**src/rtl/core/two_sensor_people_counter_unit_macros.svh**
```systemverilog
// ----------------------------------------------------------------------------
// Two-sensor people counter: assertion macros
// Shared concurrent assertion forms, clocked and reset-qualified.
// ----------------------------------------------------------------------------
`ifndef TWO_SENSOR_PEOPLE_COUNTER_UNIT_MACROS_SVH
`define TWO_SENSOR_PEOPLE_COUNTER_UNIT_MACROS_SVH

// same-cycle implication
`define TSPC_ASSERT_IMP(label, clk, rst_n, ante, cons, msg) \
label: assert property (@(posedge clk) disable iff (!rst_n) (ante) |-> (cons)) \
else $error(msg);

// next-cycle implication
`define TSPC_ASSERT_NXT(label, clk, rst_n, ante, cons, msg) \
label: assert property (@(posedge clk) disable iff (!rst_n) (ante) |=> (cons)) \
else $error(msg);

`endif

```
**src/rtl/core/tspc_pkg.sv**
```systemverilog
// ----------------------------------------------------------------------------
// Two-sensor people counter: package
// Types, codes, constants and the echo width to distance conversion.
// ----------------------------------------------------------------------------
`timescale 1ns / 1ps

package tspc_pkg;

    localparam int CAPTURE_BITS = 16;

    typedef logic [CAPTURE_BITS-1:0] t_stamp;

    typedef enum logic [1:0] {
        CMD_CAPTURE_A = 2'd0,
        CMD_CAPTURE_B = 2'd1,
        CMD_EVALUATE  = 2'd2
    } t_cmd;

    typedef enum logic [1:0] {
        ORDER_EMPTY = 2'd0,
        ORDER_A     = 2'd1,
        ORDER_B     = 2'd2
    } t_order;

    typedef enum logic [1:0] {
        DIR_NONE  = 2'd0,
        DIR_ENTRY = 2'd1,
        DIR_EXIT  = 2'd2
    } t_dir;

    typedef enum logic [0:0] {
        REG_NEAR_THRESHOLD = 1'd0,
        REG_TIMEOUT_LIMIT  = 1'd1
    } t_reg_idx;

    localparam logic [7:0]  NEAR_THRESHOLD_RST = 8'd50;
    localparam logic [15:0] TIMEOUT_LIMIT_RST  = 16'd200;
    localparam logic [15:0] COUNT_MAX          = 16'hFFFF;

    // distance = floor(2*width/125); saturates once width reaches 16000 us
    localparam logic [31:0] SAT_WIDTH = 32'(256 * 125 / 2);
    localparam int          DIV_SHIFT = 22;
    localparam logic [15:0] DIV_RECIP = 16'(((1 << DIV_SHIFT) + 124) / 125);

    typedef struct packed {
        logic [15:0] people_count;
        logic [7:0]  distance_a;
        logic [7:0]  distance_b;
        logic [1:0]  direction_event;
    } t_result;

    function automatic logic [7:0] echo_distance(input t_stamp rise, input t_stamp now);
        t_stamp      width;
        logic [31:0] w_ext;
        logic [14:0] twice;
        logic [31:0] prod;
        width = now - rise;
        if (now <= rise) begin
            width = width - t_stamp'(1);
        end
        w_ext = 32'(width);
        twice = {w_ext[13:0], 1'b0};
        prod  = 32'(twice) * 32'(DIV_RECIP);
        if (w_ext >= SAT_WIDTH) begin
            return 8'hFF;
        end
        return prod[DIV_SHIFT+7:DIV_SHIFT];
    endfunction

endpackage

```
**src/rtl/core/tspc_req_if.sv**
```systemverilog
// ----------------------------------------------------------------------------
// Two-sensor people counter: request channel
// Capture edges and evaluate ticks into the counter.
// ----------------------------------------------------------------------------
`timescale 1ns / 1ps

interface tspc_req_if;
    logic        valid;
    logic        ready;
    logic [1:0]  command;
    logic [15:0] capture_time;

    modport source (output valid, output command, output capture_time, input ready);
    modport sink   (input valid, input command, input capture_time, output ready);
endinterface

```
**src/rtl/core/tspc_res_if.sv**
```systemverilog
// ----------------------------------------------------------------------------
// Two-sensor people counter: result channel
// Count, last distances and direction event, one per request.
// ----------------------------------------------------------------------------
`timescale 1ns / 1ps

interface tspc_res_if;
    logic        valid;
    logic        ready;
    logic [15:0] people_count;
    logic [7:0]  distance_a;
    logic [7:0]  distance_b;
    logic [1:0]  direction_event;

    modport source (output valid, output people_count, output distance_a,
                    output distance_b, output direction_event, input ready);
    modport sink   (input valid, input people_count, input distance_a,
                    input distance_b, input direction_event, output ready);
endinterface

```
**src/rtl/core/tspc_cfg_if.sv**
```systemverilog
// ----------------------------------------------------------------------------
// Two-sensor people counter: configuration write channel
// Register index and write data.
// ----------------------------------------------------------------------------
`timescale 1ns / 1ps

interface tspc_cfg_if;
    logic        valid;
    logic        ready;
    logic [0:0]  index;
    logic [15:0] data;

    modport source (output valid, output index, output data, input ready);
    modport sink   (input valid, input index, input data, output ready);
endinterface

```
**src/rtl/core/two_sensor_people_counter_unit.sv**
```systemverilog
// ----------------------------------------------------------------------------
// Two-sensor people counter unit
// Bidirectional people counter from two ultrasonic echo channels.
// ----------------------------------------------------------------------------
// One result per request, one request per clock. Each request is decoded and
// its state update and result computed in the cycle it is accepted; the result
// goes to the output register, or to the skid entry if the output is stalled.
// The result side holds two entries (output register plus skid), so requests
// keep flowing while a result waits; ready drops only when both entries are
// full. The longest path is the echo width subtract and the reciprocal
// multiply of the distance conversion. Configuration writes are always taken.
`timescale 1ns / 1ps

`include "two_sensor_people_counter_unit_macros.svh"

module two_sensor_people_counter_unit (
    input  logic       i_clk,
    input  logic       i_rst_n,
    tspc_req_if.sink   i_req,
    tspc_res_if.source o_res,
    tspc_cfg_if.sink   i_cfg
);
    import tspc_pkg::*;

    logic [7:0]  r_near_threshold;
    logic [15:0] r_timeout_limit;

    logic        r_waiting_a, n_waiting_a;
    t_stamp      r_rise_a,    n_rise_a;
    logic [7:0]  r_dist_a,    n_dist_a;
    logic        r_waiting_b, n_waiting_b;
    t_stamp      r_rise_b,    n_rise_b;
    logic [7:0]  r_dist_b,    n_dist_b;
    t_order      r_order,     n_order;
    logic [15:0] r_wait_ticks, n_wait_ticks;
    logic [15:0] r_occupancy,  n_occupancy;

    t_result     r_out, r_skid, n_result;
    logic        r_out_valid, r_skid_valid;

    t_stamp      now;
    t_order      second;
    t_dir        ev;
    logic        req_acc;
    logic        res_acc;

    assign i_cfg.ready = 1'b1;
    assign i_req.ready = !r_skid_valid;
    assign req_acc     = i_req.valid && i_req.ready;
    assign res_acc     = r_out_valid && o_res.ready;

    always_comb begin
        n_waiting_a  = r_waiting_a;
        n_rise_a     = r_rise_a;
        n_dist_a     = r_dist_a;
        n_waiting_b  = r_waiting_b;
        n_rise_b     = r_rise_b;
        n_dist_b     = r_dist_b;
        n_order      = r_order;
        n_wait_ticks = r_wait_ticks;
        n_occupancy  = r_occupancy;
        second       = ORDER_EMPTY;
        ev           = DIR_NONE;
        now          = CAPTURE_BITS'(i_req.capture_time);

        case (t_cmd'(i_req.command))
            CMD_CAPTURE_A: begin
                if (!r_waiting_a) begin
                    n_rise_a = now;
                end else begin
                    n_dist_a = echo_distance(r_rise_a, now);
                end
                n_waiting_a = !r_waiting_a;
            end
            CMD_CAPTURE_B: begin
                if (!r_waiting_b) begin
                    n_rise_b = now;
                end else begin
                    n_dist_b = echo_distance(r_rise_b, now);
                end
                n_waiting_b = !r_waiting_b;
            end
            CMD_EVALUATE: begin
                if (r_dist_a < r_near_threshold && r_order != ORDER_A) begin
                    if (r_order == ORDER_EMPTY) begin
                        n_order = ORDER_A;
                    end else begin
                        second = ORDER_A;
                    end
                end else if (r_dist_b < r_near_threshold && r_order != ORDER_B) begin
                    if (r_order == ORDER_EMPTY) begin
                        n_order = ORDER_B;
                    end else begin
                        second = ORDER_B;
                    end
                end

                if (second == ORDER_B && n_order == ORDER_A) begin
                    if (r_occupancy != COUNT_MAX) begin
                        n_occupancy = r_occupancy + 16'd1;
                        ev          = DIR_ENTRY;
                    end
                    n_order = ORDER_EMPTY;
                end else if (second == ORDER_A && n_order == ORDER_B) begin
                    if (r_occupancy != 16'd0) begin
                        n_occupancy = r_occupancy - 16'd1;
                        ev          = DIR_EXIT;
                    end
                    n_order = ORDER_EMPTY;
                end

                if (r_wait_ticks > r_timeout_limit) begin
                    n_order      = ORDER_EMPTY;
                    n_wait_ticks = 16'd0;
                end else if (n_order != ORDER_EMPTY) begin
                    if (r_wait_ticks != COUNT_MAX) begin
                        n_wait_ticks = r_wait_ticks + 16'd1;
                    end
                end else begin
                    n_wait_ticks = 16'd0;
                end
            end
            default: begin
            end
        endcase

        n_result.people_count    = n_occupancy;
        n_result.distance_a      = n_dist_a;
        n_result.distance_b      = n_dist_b;
        n_result.direction_event = ev;
    end

    // state and configuration
    always_ff @(posedge i_clk) begin
        if (!i_rst_n) begin
            r_near_threshold <= NEAR_THRESHOLD_RST;
            r_timeout_limit  <= TIMEOUT_LIMIT_RST;
            r_waiting_a      <= 1'b0;
            r_rise_a         <= '0;
            r_dist_a         <= '0;
            r_waiting_b      <= 1'b0;
            r_rise_b         <= '0;
            r_dist_b         <= '0;
            r_order          <= ORDER_EMPTY;
            r_wait_ticks     <= '0;
            r_occupancy      <= '0;
        end else begin
            if (i_cfg.valid) begin
                unique case (t_reg_idx'(i_cfg.index))
                    REG_NEAR_THRESHOLD: r_near_threshold <= i_cfg.data[7:0];
                    REG_TIMEOUT_LIMIT:  r_timeout_limit  <= i_cfg.data;
                    default: begin
                    end
                endcase
            end
            if (req_acc) begin
                r_waiting_a  <= n_waiting_a;
                r_rise_a     <= n_rise_a;
                r_dist_a     <= n_dist_a;
                r_waiting_b  <= n_waiting_b;
                r_rise_b     <= n_rise_b;
                r_dist_b     <= n_dist_b;
                r_order      <= n_order;
                r_wait_ticks <= n_wait_ticks;
                r_occupancy  <= n_occupancy;
            end
        end
    end

    // output register with skid entry
    always_ff @(posedge i_clk) begin
        if (!i_rst_n) begin
            r_out_valid  <= 1'b0;
            r_skid_valid <= 1'b0;
        end else begin
            if (r_skid_valid) begin
                if (res_acc) begin
                    r_skid_valid <= 1'b0;
                end
            end else if (req_acc) begin
                if (r_out_valid && !o_res.ready) begin
                    r_skid_valid <= 1'b1;
                end else begin
                    r_out_valid <= 1'b1;
                end
            end else if (res_acc) begin
                r_out_valid <= 1'b0;
            end
        end
    end

    always_ff @(posedge i_clk) begin
        if (r_skid_valid) begin
            if (res_acc) begin
                r_out <= r_skid;
            end
        end else if (req_acc) begin
            if (r_out_valid && !o_res.ready) begin
                r_skid <= n_result;
            end else begin
                r_out <= n_result;
            end
        end
    end

    assign o_res.valid           = r_out_valid;
    assign o_res.people_count    = r_out.people_count;
    assign o_res.distance_a      = r_out.distance_a;
    assign o_res.distance_b      = r_out.distance_b;
    assign o_res.direction_event = r_out.direction_event;

    `TSPC_ASSERT_IMP(a_skid_behind_out, i_clk, i_rst_n, r_skid_valid, r_out_valid, "skid full while output empty")
    `TSPC_ASSERT_IMP(a_idle_wait_clear, i_clk, i_rst_n, r_order == ORDER_EMPTY, r_wait_ticks == 16'd0, "wait ticks run with no pending sensor")
    `TSPC_ASSERT_NXT(a_count_on_eval, i_clk, i_rst_n, !(req_acc && i_req.command == CMD_EVALUATE), $stable(r_occupancy), "count moved outside an evaluate tick")

endmodule

```
**src/flat_wrapper.sv**
```systemverilog
// flat-port wrapper written by rule: the top's interface ports become plain ports
module two_sensor_people_counter_unit_flat import tspc_pkg::*;
  (i_clk, i_rst_n, i_req_valid, i_req_command, i_req_capture_time, i_req_ready, o_res_valid, o_res_people_count, o_res_distance_a, o_res_distance_b, o_res_direction_event, o_res_ready, i_cfg_valid, i_cfg_index, i_cfg_data, i_cfg_ready);
  tspc_req_if i_req_i ();
  tspc_res_if o_res_i ();
  tspc_cfg_if i_cfg_i ();
  input  logic i_clk;
  input  logic i_rst_n;
  input wire logic [$bits(i_req_i.valid)-1:0] i_req_valid;
  input wire logic [$bits(i_req_i.command)-1:0] i_req_command;
  input wire logic [$bits(i_req_i.capture_time)-1:0] i_req_capture_time;
  output wire logic [$bits(i_req_i.ready)-1:0] i_req_ready;
  output wire logic [$bits(o_res_i.valid)-1:0] o_res_valid;
  output wire logic [$bits(o_res_i.people_count)-1:0] o_res_people_count;
  output wire logic [$bits(o_res_i.distance_a)-1:0] o_res_distance_a;
  output wire logic [$bits(o_res_i.distance_b)-1:0] o_res_distance_b;
  output wire logic [$bits(o_res_i.direction_event)-1:0] o_res_direction_event;
  input wire logic [$bits(o_res_i.ready)-1:0] o_res_ready;
  input wire logic [$bits(i_cfg_i.valid)-1:0] i_cfg_valid;
  input wire logic [$bits(i_cfg_i.index)-1:0] i_cfg_index;
  input wire logic [$bits(i_cfg_i.data)-1:0] i_cfg_data;
  output wire logic [$bits(i_cfg_i.ready)-1:0] i_cfg_ready;
  assign i_req_i.valid = i_req_valid;
  assign i_req_i.command = i_req_command;
  assign i_req_i.capture_time = i_req_capture_time;
  assign i_req_ready = i_req_i.ready;
  assign o_res_valid = o_res_i.valid;
  assign o_res_people_count = o_res_i.people_count;
  assign o_res_distance_a = o_res_i.distance_a;
  assign o_res_distance_b = o_res_i.distance_b;
  assign o_res_direction_event = o_res_i.direction_event;
  assign o_res_i.ready = o_res_ready;
  assign i_cfg_i.valid = i_cfg_valid;
  assign i_cfg_i.index = i_cfg_index;
  assign i_cfg_i.data = i_cfg_data;
  assign i_cfg_ready = i_cfg_i.ready;
  two_sensor_people_counter_unit u_core (.i_clk(i_clk), .i_rst_n(i_rst_n), .i_req(i_req_i), .o_res(o_res_i), .i_cfg(i_cfg_i));
endmodule
```
**config.mk**
```make
export PLATFORM = sky130hd
export DESIGN_NAME = two_sensor_people_counter_unit_flat
export DESIGN_NICKNAME = d
export VERILOG_FILES = /design/src/rtl/core/tspc_pkg.sv /design/src/rtl/core/tspc_req_if.sv /design/src/rtl/core/tspc_res_if.sv /design/src/rtl/core/tspc_cfg_if.sv /design/src/rtl/core/two_sensor_people_counter_unit.sv /design/src/flat_wrapper.sv
export VERILOG_INCLUDE_DIRS = /design/src /design/src/rtl/core
export SDC_FILE = /design/constraint.sdc
export NUM_CORES = 1
export LEC_CHECK = 0
export ABC_CLOCK_PERIOD_IN_PS = 21100
export BUFFER_PORTS_ARGS = -buffer_cell sky130_fd_sc_hd__buf_2
export CAP_MARGIN = 0
export CORE_AREA = 2 2 166 168
export DETAILED_ROUTE_END_ITERATION = 8
export DIE_AREA = 0 0 168 170
export PLACE_DENSITY = 0.82
export SLEW_MARGIN = 40
export SYNTH_ARGS = -nofsm -noshare
export SYNTH_HDL_FRONTEND = slang
export SYNTH_SLANG_ARGS = --single-unit
```
**constraint.sdc**
```tcl
create_clock -name i_clk -period 21.1 [get_ports i_clk]
set_input_delay 1.055 -clock i_clk [delete_from_list [all_inputs] [get_ports i_clk]]
set_output_delay 1.055 -clock i_clk [all_outputs]
set_load 0.005 [all_outputs]
```
### Word level (Yosys, flattened, before mapping)

Index checks and enable logic that the tools add are counted.

* mux-type cells: 58
* equality and inequality tests: 14
* reductions and logical operators: 28
* magnitude comparators: 7
* $mul: 2
* bitwise operators: 4
* add/sub/neg operators: 7

Operator list (count)
* two-way mux 16 bit: 14
* two-way mux 34 bit: 4
* two-way mux 8 bit: 8
* multiplier 14 x 16 -> 29 bit, second input constant: 2
* subtractor 16 x 1 -> 16 bit, second input constant: 3
* two-way mux 2 bit: 17
* adder 16 x 1 -> 16 bit, second input constant: 2
* greater-or-equal comparator 16 x 14 -> 1 bit, second input constant: 2
* <= comparator 16 bit: 2
* inequality test 16 bit, second input constant: 2
* subtractor 16 bit: 2
* AND reduction 3 bit: 6
* > comparator 16 bit: 1
* less-than comparator 8 bit: 2
* nonzero test 16 bit: 1
* two-way mux 1 bit: 15
* AND reduction 2 bit: 5
* logical AND 1 bit: 7
* == test 2 x 1 -> 1 bit, second input constant: 3
* == test 2 bit, second input constant: 3
* inequality test 2 bit, second input constant: 3
* nonzero test 2 bit: 3
* zero test 1 bit: 4
* zero test 2 bit: 2
* other kinds (3): 7

* logic and storage cells: 141
* input bits: 40
* output and inout bits: 37
* flip-flop bits (word level): 178

### Depth between registers and ports, before layout

Gate-level depths: netlist of run 1.

* word-level depth: 15
* depth in mapped cells: 35
* mapped depth without buffers: 34

### Least setup slack after synthesis of run 1

No wires, ideal clock.

* kind: input -> register
* start: input port i_req_capture_time[0]
* end: register u_core.r_out, in the netlist u_core.o_res.distance_b[7], data pin
* slack: 11.972 ns
* required time: 20.823 ns
* buffers on the path: 0
* data arrival time: 8.850 ns
* stages: 34
* library setup time: 0.277 ns
* cell sequence: inv_1 ha_1 fa_1 and2b_1 o211a_1 nor3_2 o21ai_0 xor2_1 or3b_4 nor3_1 xnor2_1 inv_1 ha_1 inv_1 fa_1 fa_1 inv_1 fa_1 fa_1 inv_1 fa_1 inv_1 ha_1 a21o_1 a21o_1 a2111oi_0 or4_1 nand3_1 a22o_1 a311o_1 a21o_1 maj3_1 xnor2_1 a31oi_1

* word-level cells in the longest chain between the ends: 15
* elaborated cells on any way between the ends: 17
* classes of those cells: add/sub: 2; mul: 1; order compare: 2; mux: 12

Ends and longest elaborated chain
* start: declaration: RTL line flat_wrapper.sv:11 `input wire logic [$bits(i_req_i.capture_time)-1:0] i_req_capture_time;`
* subtractor 16 bit: RTL line tspc_pkg.sv:57 `width = now - rise;`
* subtractor 16 x 1 -> 16 bit: RTL line tspc_pkg.sv:59 `width = width - t_stamp'(1);`
* two-way mux 16 bit *: RTL line tspc_pkg.sv:58 `if (now <= rise) begin`
* two-way mux 16 bit *: RTL line two_sensor_people_counter_unit.sv:76 `if (!r_waiting_b) begin`
* two-way mux 16 bit *: RTL line two_sensor_people_counter_unit.sv:66 `case (t_cmd'(i_req.command))`
* parallel branches: the longest is 4 deep, another holds multiplier 14 x 16 -> 29 bit
* two-way mux 8 bit *: RTL line tspc_pkg.sv:67 `return prod[DIV_SHIFT+7:DIV_SHIFT];`
* two-way mux 8 bit *: RTL line two_sensor_people_counter_unit.sv:76
* two-way mux 8 bit *: RTL line two_sensor_people_counter_unit.sv:66
* two-way mux 34 bit *: RTL line two_sensor_people_counter_unit.sv:198 `if (r_out_valid && !o_res.ready) begin`
* two-way mux 34 bit *: RTL line two_sensor_people_counter_unit.sv:197 `end else if (req_acc) begin`
* two-way mux 34 bit *: RTL line two_sensor_people_counter_unit.sv:193 `if (r_skid_valid) begin`
* end signal: assignment: RTL line two_sensor_people_counter_unit.sv:195 `r_out <= r_skid;`
* end signal: assignment: RTL line two_sensor_people_counter_unit.sv:201 `r_out <= n_result;`
* end: declaration: RTL line two_sensor_people_counter_unit.sv:38 `t_result r_out, r_skid, n_result;`

Every way passes the cells marked *. The select of a mux whose other input is x is not followed.
A chain may end at the register's enable or synchronous reset.

### Worst setup path after layout of run 1

Same ends and word-level chain as after synthesis.

==> out/metrics.csv, run 1 <==
stage;metric;value;unit
yosys;ys_types;119;
yosys;synthTopCellsByArea;ha_1 (20%), dfxtp_1 (13%), edfxtp_1 (12%), fa_1 (7.2%), inv_1 (5.3%);
setup_path;rr_worst_depth;33;
cts;post-cts-setup-buffers;0;
setup_path;startpoint_type;primary input;
yosys;synth_edf_count;68;
setup_path;crit-reg2reg-capture;u_core.o_res.distance_b[7];
layout;final_cell_mix;ha_1 (276), inv_1 (240), nand2_1 (212);
detailed_routing;drc;0;
pwr;p_seq_share;16.4;%
cts;clkLatencyLatePin;0.45;ns
placement;port_buffers;75;
placement;place_hpwl;31600;um
die;ios;77;
cts;cts_resized;0;
detailed_routing;viasPerCell;6.11;
setup_path;critPathCaptureType;flop;
timing;fin_worst_skew;0.0181;ns
timing;rsz0062_at_grt;no;
die;die_x;168;um
die;core;0.0267;mm^2
yosys;ys_seq_area_share;24.7;%
global_routing;grt_pass1_wl;68500;um
global_routing;grt_pass1_vias;14100;
detailed_routing;ant_nets;0;
global_routing;grt_max_degree;56;
cts;cts.sinks;178;
detailed_routing;dr.pass1.iters;5;
pwr;internal_power;1200;uW
placement;dp.cells;2317;
global_routing;grt_use_total;29.3;%
detailed_routing;routed_wl;41200;um
pwr;pwr-share-clk;14.6;%
yosys;syn_nets;2339;
die;die_h;170;um
setup_path;critical-path-slowest-cell;fa_1;
setup_path;worstPathArrival;9.73;ns
global_routing;antenna_found_initial;3;
yosys;ys_ff_latch;178;
layout;area_growth;7.12;%
cts;cts_buffers;17;
cts;root_buffer;clkbuf_16;
pwr;ir_drop;209;uV
pwr;power_density;123;mW/mm^2
yosys;syn_inst;1961;
job;maxCapViolCount;0;
yosys;syn_area_per_cell;8.78;um^2
yosys;yosysWarnings;0;
layout;regArea;0.00424;mm^2
pwr;power.leakage;0.00833;uW
cts;clkTransAtPathRegs;0.08;ns
layout;drive_above_1_share;11.2;%
layout;filler_cell_count;2105;
layout;final_nets;2373;
worst_hold_path;hold_class;flop to flop;
timing;tightest_slew;0.798;ns
status;status;finished clean;
yosys;syn-cell-area;0.0172;mm^2
detailed_routing;via_count;14400;
pwr;power.switching;1070;uW
yosys;synth_top_area_share;20.1;%
detailed_routing;post_drt_wl_per_cell;17.5;um
cts;cts_hold_buf;0;
timing;period_share;45.4;%
timing;fmax;0.104;GHz
timing;final_max_slew_viol_count;0;
global_routing;overflow;0;
die;initial_core_util;64.6;%
die;rows;60;
pwr;switching_share;47.2;%
pwr;pwr-share-comb;69.0;%
setup_path;reg2reg_slack;11.99;ns
setup_path;cp_max_fo;4;
yosys;netlist.top_cell.by_area;ha_1;
setup_path;crit_path_end;u_core.o_res.distance_b[7];
setup_path;rr_startpoint;u_core.r_rise_b[0];
cts;cts_tree;built;
timing;finalSetupViolCount;0;
setup_path;critPathMaxStageDelay;0.51;ns
timing;tns;0;ns
detailed_routing;drt_iter0_markers;1153;
cts;ctsLongestPathBuffers;2;
yosys;synthFlopType;dfxtp_1;
setup_path;critPathRequiredTime;21.26;ns
yosys;ys_async_sr_fraction;0;%
setup_path;startpoint;i_req_capture_time[0];
setup_path;path_class;primary input to flop;
timing;fin_crit;9.58;ns
timing;hold_violations;0;
cts;h-tree-depth;4;
layout;final_common_cell;ha_1;
timing;slew_headroom;46.8;%
die;die_area;0.0286;mm^2
layout;multiInputGateArea;0.0118;mm^2
placement;gp_congestion;0.951;
layout;final_cells;2352;
## flip-flops by register name, indices dropped and copies added (netlist names), 16 cells and up
register,cells
u_core.o_res.people_count,16
u_core.r_rise_a,16
u_core.r_wait_ticks,16
u_core.r_skid,34
u_core.r_rise_b,16
u_core.r_timeout_limit,16
u_core.r_occupancy,16
## synth_stat cells, drive strengths merged (39+ instances only)
| master | instances |
|---|---|
| nand2 | 212 |
| dfxtp | 110 |
| inv | 243 |
| clkbuf | 51 |
| fa | 62 |
| edfxtp | 68 |
| ha | 276 |
| o21ai | 74 |
| nor2 | 118 |
| a21oi | 147 |
| nand3 | 39 |
| xnor2 | 43 |
## per-layer routing
| layer | share of wire [%] | track usage (%) |
|---|---|---|
| met3 | 5.5 | 3.70 |
| met2 | 48 | 50.6 |
| met1 | 45 | 38.6 |
| met5 | 0 | 0 |
| met4 | 2.2 | 8.88 |
## metrics by stage
step	hold WS [ns]	setup WS, ns	utilization (%)	instance area, um^2	total power, uW
6_report	0.455	11.52	69.2	18400	2270
3_5_place_dp	0.447	11.11	66.8	17800	1930
2_1_floorplan	0.436	11.97	-	17200	1560
5_1_grt	0.467	10.91	69.2	18400	2530
4_1_cts	0.455	11.59	69.1	18400	2270
3_3_place_gp	0.442	11.35	66.7	17800	1870
## cell families (layout without fill, tap and decap cells)
family / after synthesis / after routing / synth area share [%]
compound gates: 410 / 410 / 16.1
xor+xnor: 79 / 79 / 4.38
fa+ha+maj: 340 / 340 / 27.4
buf+inv: 314 / 361 / 7.25
flops: 178 / 178 / 24.7
mux: 30 / 30 / 1.89
other cells: 1 / 4 / 0.0218
simple gates: 609 / 609 / 18.2
## how the worst min path moves through the flow
stage | startpoint | endpoint | slack (ns) | cells past startpoint
after floorplan | u_core.r_near_threshold[2] | u_core.r_near_threshold[2] | 0.44 | 2
after global placement | u_core.r_rise_a[9] | u_core.r_rise_a[9] | 0.44 | 2
after detailed placement | u_core.r_rise_b[12] | u_core.r_rise_b[12] | 0.45 | 2
after CTS | u_core.r_rise_b[10] | u_core.r_rise_b[10] | 0.46 | 2
after global routing | u_core.r_timeout_limit[5] | u_core.r_timeout_limit[5] | 0.47 | 2
final | u_core.r_rise_b[4] | u_core.r_rise_b[4] | 0.45 | 2
## final cells by class
| cell class | count | area share, % |
|---|---|---|
| multi-input combinational | 1469 | 63.7 |
| timing repair buffer | 86 | 2.52 |
| tap | 341 | 2.31 |
| sequential | 178 | 23.0 |
| clock inverter | 15 | 1.10 |
| inverter | 243 | 4.96 |
| clock buffer | 17 | 2.31 |
| antenna | 3 | 0.0407 |
## critical path: cells and delay by family
family | cells | cell delay (ns)
compound gates | 11 | 2.53
xor+xnor | 2 | 0.47
fa+ha+maj | 10 | 3.87
buf+inv | 7 | 0.56
simple gates | 5 | 1.24
## power groups by stage
stage | combinational (uW) | clock [uW] | sequential [uW]
6_report | 1570 | 331 | 373
5_1_grt | 1810 | 346 | 375
4_1_cts | 1570 | 333 | 373
3_5_place_dp | 1550 | 0 | 381
3_3_place_gp | 1490 | 0 | 381
2_1_floorplan | 1180 | 0 | 381
(Power assumes the default switching activity.)
==> run 2, diff against run 1 <==
--- a/config.mk
+++ b/config.mk
@@ -6,13 +6,14 @@
 export SDC_FILE = /design/constraint.sdc
 export NUM_CORES = 1
 export LEC_CHECK = 0
-export ABC_CLOCK_PERIOD_IN_PS = 21100
+export ABC_AREA = 1
+export ABC_CLOCK_PERIOD_IN_PS = 9600
 export BUFFER_PORTS_ARGS = -buffer_cell sky130_fd_sc_hd__buf_2
 export CAP_MARGIN = 0
-export CORE_AREA = 2 2 166 168
+export CORE_AREA = 2 2 167 169
 export DETAILED_ROUTE_END_ITERATION = 8
-export DIE_AREA = 0 0 168 170
-export PLACE_DENSITY = 0.82
+export DIE_AREA = 0 0 169 171
+export PLACE_DENSITY = 0.81
 export SLEW_MARGIN = 40
 export SYNTH_ARGS = -nofsm -noshare
 export SYNTH_HDL_FRONTEND = slang
==> constraint.sdc (replaced) <==
create_clock -name i_clk -period 9.6 [get_ports i_clk]
set_input_delay 0.48 -clock i_clk [delete_from_list [all_inputs] [get_ports i_clk]]
set_output_delay 0.48 -clock i_clk [all_outputs]
set_load 0.005 [all_outputs]
==> run 2 against run 1 <==
Sequential cell count did not move. Combinational power rose to 3.2 times the previous value. Count of clock-buffer cells in the layout did not move. Utilization fell by 1.5 points. Critical path depth rose by 2.
==> out/metrics.csv, run 2 <==
stage;metric;value;unit
die;die_h;171;um
setup_path;critPathRequiredTime;9.79;ns
die;die_area;0.0289;mm^2
layout;regArea;0.00425;mm^2
cts;cts_tree;built;
detailed_routing;post_drt_wl_per_cell;15.3;um
yosys;synth_top_area_share;20.1;%
setup_path;worstPathArrival;7.72;ns
setup_path;critPathMaxStageDelay;0.52;ns
placement;dpl_cell_area;0.0179;mm^2
timing;rsz0062_at_grt;no;
layout;final_cell_mix;nand2_1 (445), inv_1 (421), ha_1 (276);
cts;cts_resized;0;
layout;largest_register;u_core.r_skid;
timing;fmax;0.133;GHz
yosys;netlist.top_cell.by_area;ha_1;
detailed_routing;routed_wl;41300;um
cts;h-tree-depth;4;
timing;setup_slack;2.08;ns
die;initial_core_util;62.8;%
global_routing;antenna_found_initial;3;
detailed_routing;drc;0;
yosys;syn_area_per_cell;7.55;um^2
layout;largest_reg_flops;34;
placement;port_buffers;75;
global_routing;grt_pass1_wl;68800;um
yosys;yosysWarnings;0;
setup_path;startpoint;u_core.r_rise_a[0];
pwr;ir_drop;441;uV
global_routing;grt_pass1_vias;14700;
worst_hold_path;hold_start;i_cfg_data[5];
timing;fin_crit;7.52;ns
status;status;finished clean;
timing;tightest_slew;0.831;ns
cts;clkLatencyLatePin;0.45;ns
timing;final_max_slew_viol_count;0;
global_routing;grt_use_total;29.2;%
detailed_routing;drt_iter0_markers;1057;
yosys;synthTopCellsByArea;ha_1 (20%), dfxtp_1 (13%), edfxtp_1 (12%), nand2_1 (9.7%), inv_1 (9.2%);
die;ios;77;
placement;place_hpwl;32900;um
setup_path;startpoint_type;flop;
setup_path;crit_top_cell;nand2_1;
timing;fin_worst_skew;0.0172;ns
yosys;synth_most_common_cell;nand2_1;
timing;hold_violations;0;
setup_path;critical-path-slowest-cell;fa_1;
detailed_routing;dr.pass1.iters;5;
timing;period_share;78.4;%
cts;post-cts-setup-buffers;0;
setup_path;critPathCaptureType;flop;
setup_path;rr_startpoint;u_core.r_rise_a[0];
layout;design_area;0.0185;mm^2
timing;hold_ws;0.267;ns
worst_hold_path;hold_class;primary input to flop;
cts;clkTransAtPathRegs;0.08;ns
detailed_routing;via_count;15000;
yosys;syn_nets;2652;
timing;slew_headroom;44.2;%
job;maxCapViolCount;0;
cts;cts_buffers;17;
yosys;ys_types;60;
yosys;syn_inst;2274;
die;die_x;169;um
yosys;synth_common_cells;nand2_1 (445), inv_1 (422), ha_1 (276);
cts;root_buffer;clkbuf_16;
setup_path;path_class;flop to flop;
detailed_routing;ant_nets;0;
placement;dp_slack;1.78;ns
placement;gp_congestion;0.970;
global_routing;overflow;0;
layout;drive_above_1_share;7.80;%
layout;multiInputGateArea;0.0111;mm^2
yosys;synth_edf_count;68;
detailed_routing;viasPerCell;5.57;
cts;cts_hold_buf;0;
timing;tns;0;ns
yosys;ys_async_sr_fraction;0;%
global_routing;grt_max_degree;82;
timing;finalSetupViolCount;0;
pwr;power.leakage;0.00939;uW
yosys;ys_seq_area_share;24.7;%
layout;final_common_cell;nand2_1;
layout;area_growth;7.75;%
die;core;0.0273;mm^2
layout;final_nets;2711;
cts;cts.sinks;178;
layout;filler_cell_count;2295;
setup_path;cp_max_fo;6;
yosys;synthFlopType;dfxtp_1;
pwr;power_density;355;mW/mm^2
cts;ctsLongestPathBuffers;2;
yosys;syn-cell-area;0.0172;mm^2
die;rows;61;
yosys;ys_ff_latch;178;
[run 2: changes by cell type after synthesis, moves of 21 or more]
| cell | delta |
|---|---|
| inv_1 | +180 |
| a21oi_1 | +24 |
| o21ai_0 | +68 |
| and3_1 | -21 |
| nand2_1 | +233 |
| nand3_1 | +55 |
| xnor2_1 | -28 |
| nor2_1 | +33 |
[run 2: layer usage]
metal / GRT usage [%] / part of all wire (%) / vias to the layer above
met5: 0 / 0 / -
met4: 8.70 / 2.4 / 0
met3: 2.98 / 4.5 / 77
met2: 51.5 / 47 / 399
met1: 37.9 / 46 / 6962
li1: - / - / 7574
[run 2: worst max-delay path, delay by kind of cell (launching register included)]
| kind | cells | cell delay [ns] |
|---|---|---|
| DFF | 1 | 0.32 |
| and+or+nand+nor | 18 | 2.10 |
| buffers and inverters | 5 | 0.41 |
| adders and majority gates | 9 | 3.58 |
| AOI/OAI and AO/OA | 3 | 0.34 |
| xor gates and xnor gates | 2 | 0.53 |
[run 2: area by class of cell]
type | instances | share of cell area (%)
Clock buffer | 17 | 2.30
Inverter | 428 | 8.70
Multi-Input combinational cell | 1625 | 60.2
Antenna cell | 3 | 0.0406
Sequential cell | 178 | 22.9
Timing Repair Buffer | 83 | 2.35
Clock inverter | 15 | 1.15
Tap cell | 346 | 2.34
[run 2: report_power, final]
| part | switching [uW] | internal [uW] |
|---|---|---|
| sequential | 23.6 | 833 |
| combinational | 3120 | 1850 |
| clock | 382 | 366 |
[run 2: worst paths after layout]
path | endpoint | slack (ns) | depth (start not counted)
worst max register to register | u_core.o_res.distance_a[7] | 2.08 | 37
worst min-delay path | u_core.r_near_threshold[5] | 0.27 | 3
worst min register to register | u_core.r_rise_b[3] | 0.46 | 2
worst max-delay path | u_core.o_res.distance_a[7] | 2.08 | 37
[run 2: stage by stage]
step | utilization [%] | power (uW) | std cells
final | 67.7 | 6580 | 2695
after global routing | 67.7 | 7340 | 2694
after CTS | 67.7 | 6550 | 2692
after detailed placement | 65.3 | 5740 | 2660
after global placement | 65.3 | 5660 | 2660
after floorplan | - | 4560 | 2274
[run 2: cells by family after synthesis]
| group | share of synthesized area, % |
|---|---|
| compound gates | 12.9 |
| xor+xnor | 3.46 |
| fa+ha+maj | 27.3 |
| buf+inv | 10.5 |
| flops | 24.7 |
| other cells | 0.0218 |
| simple gates | 21.1 |
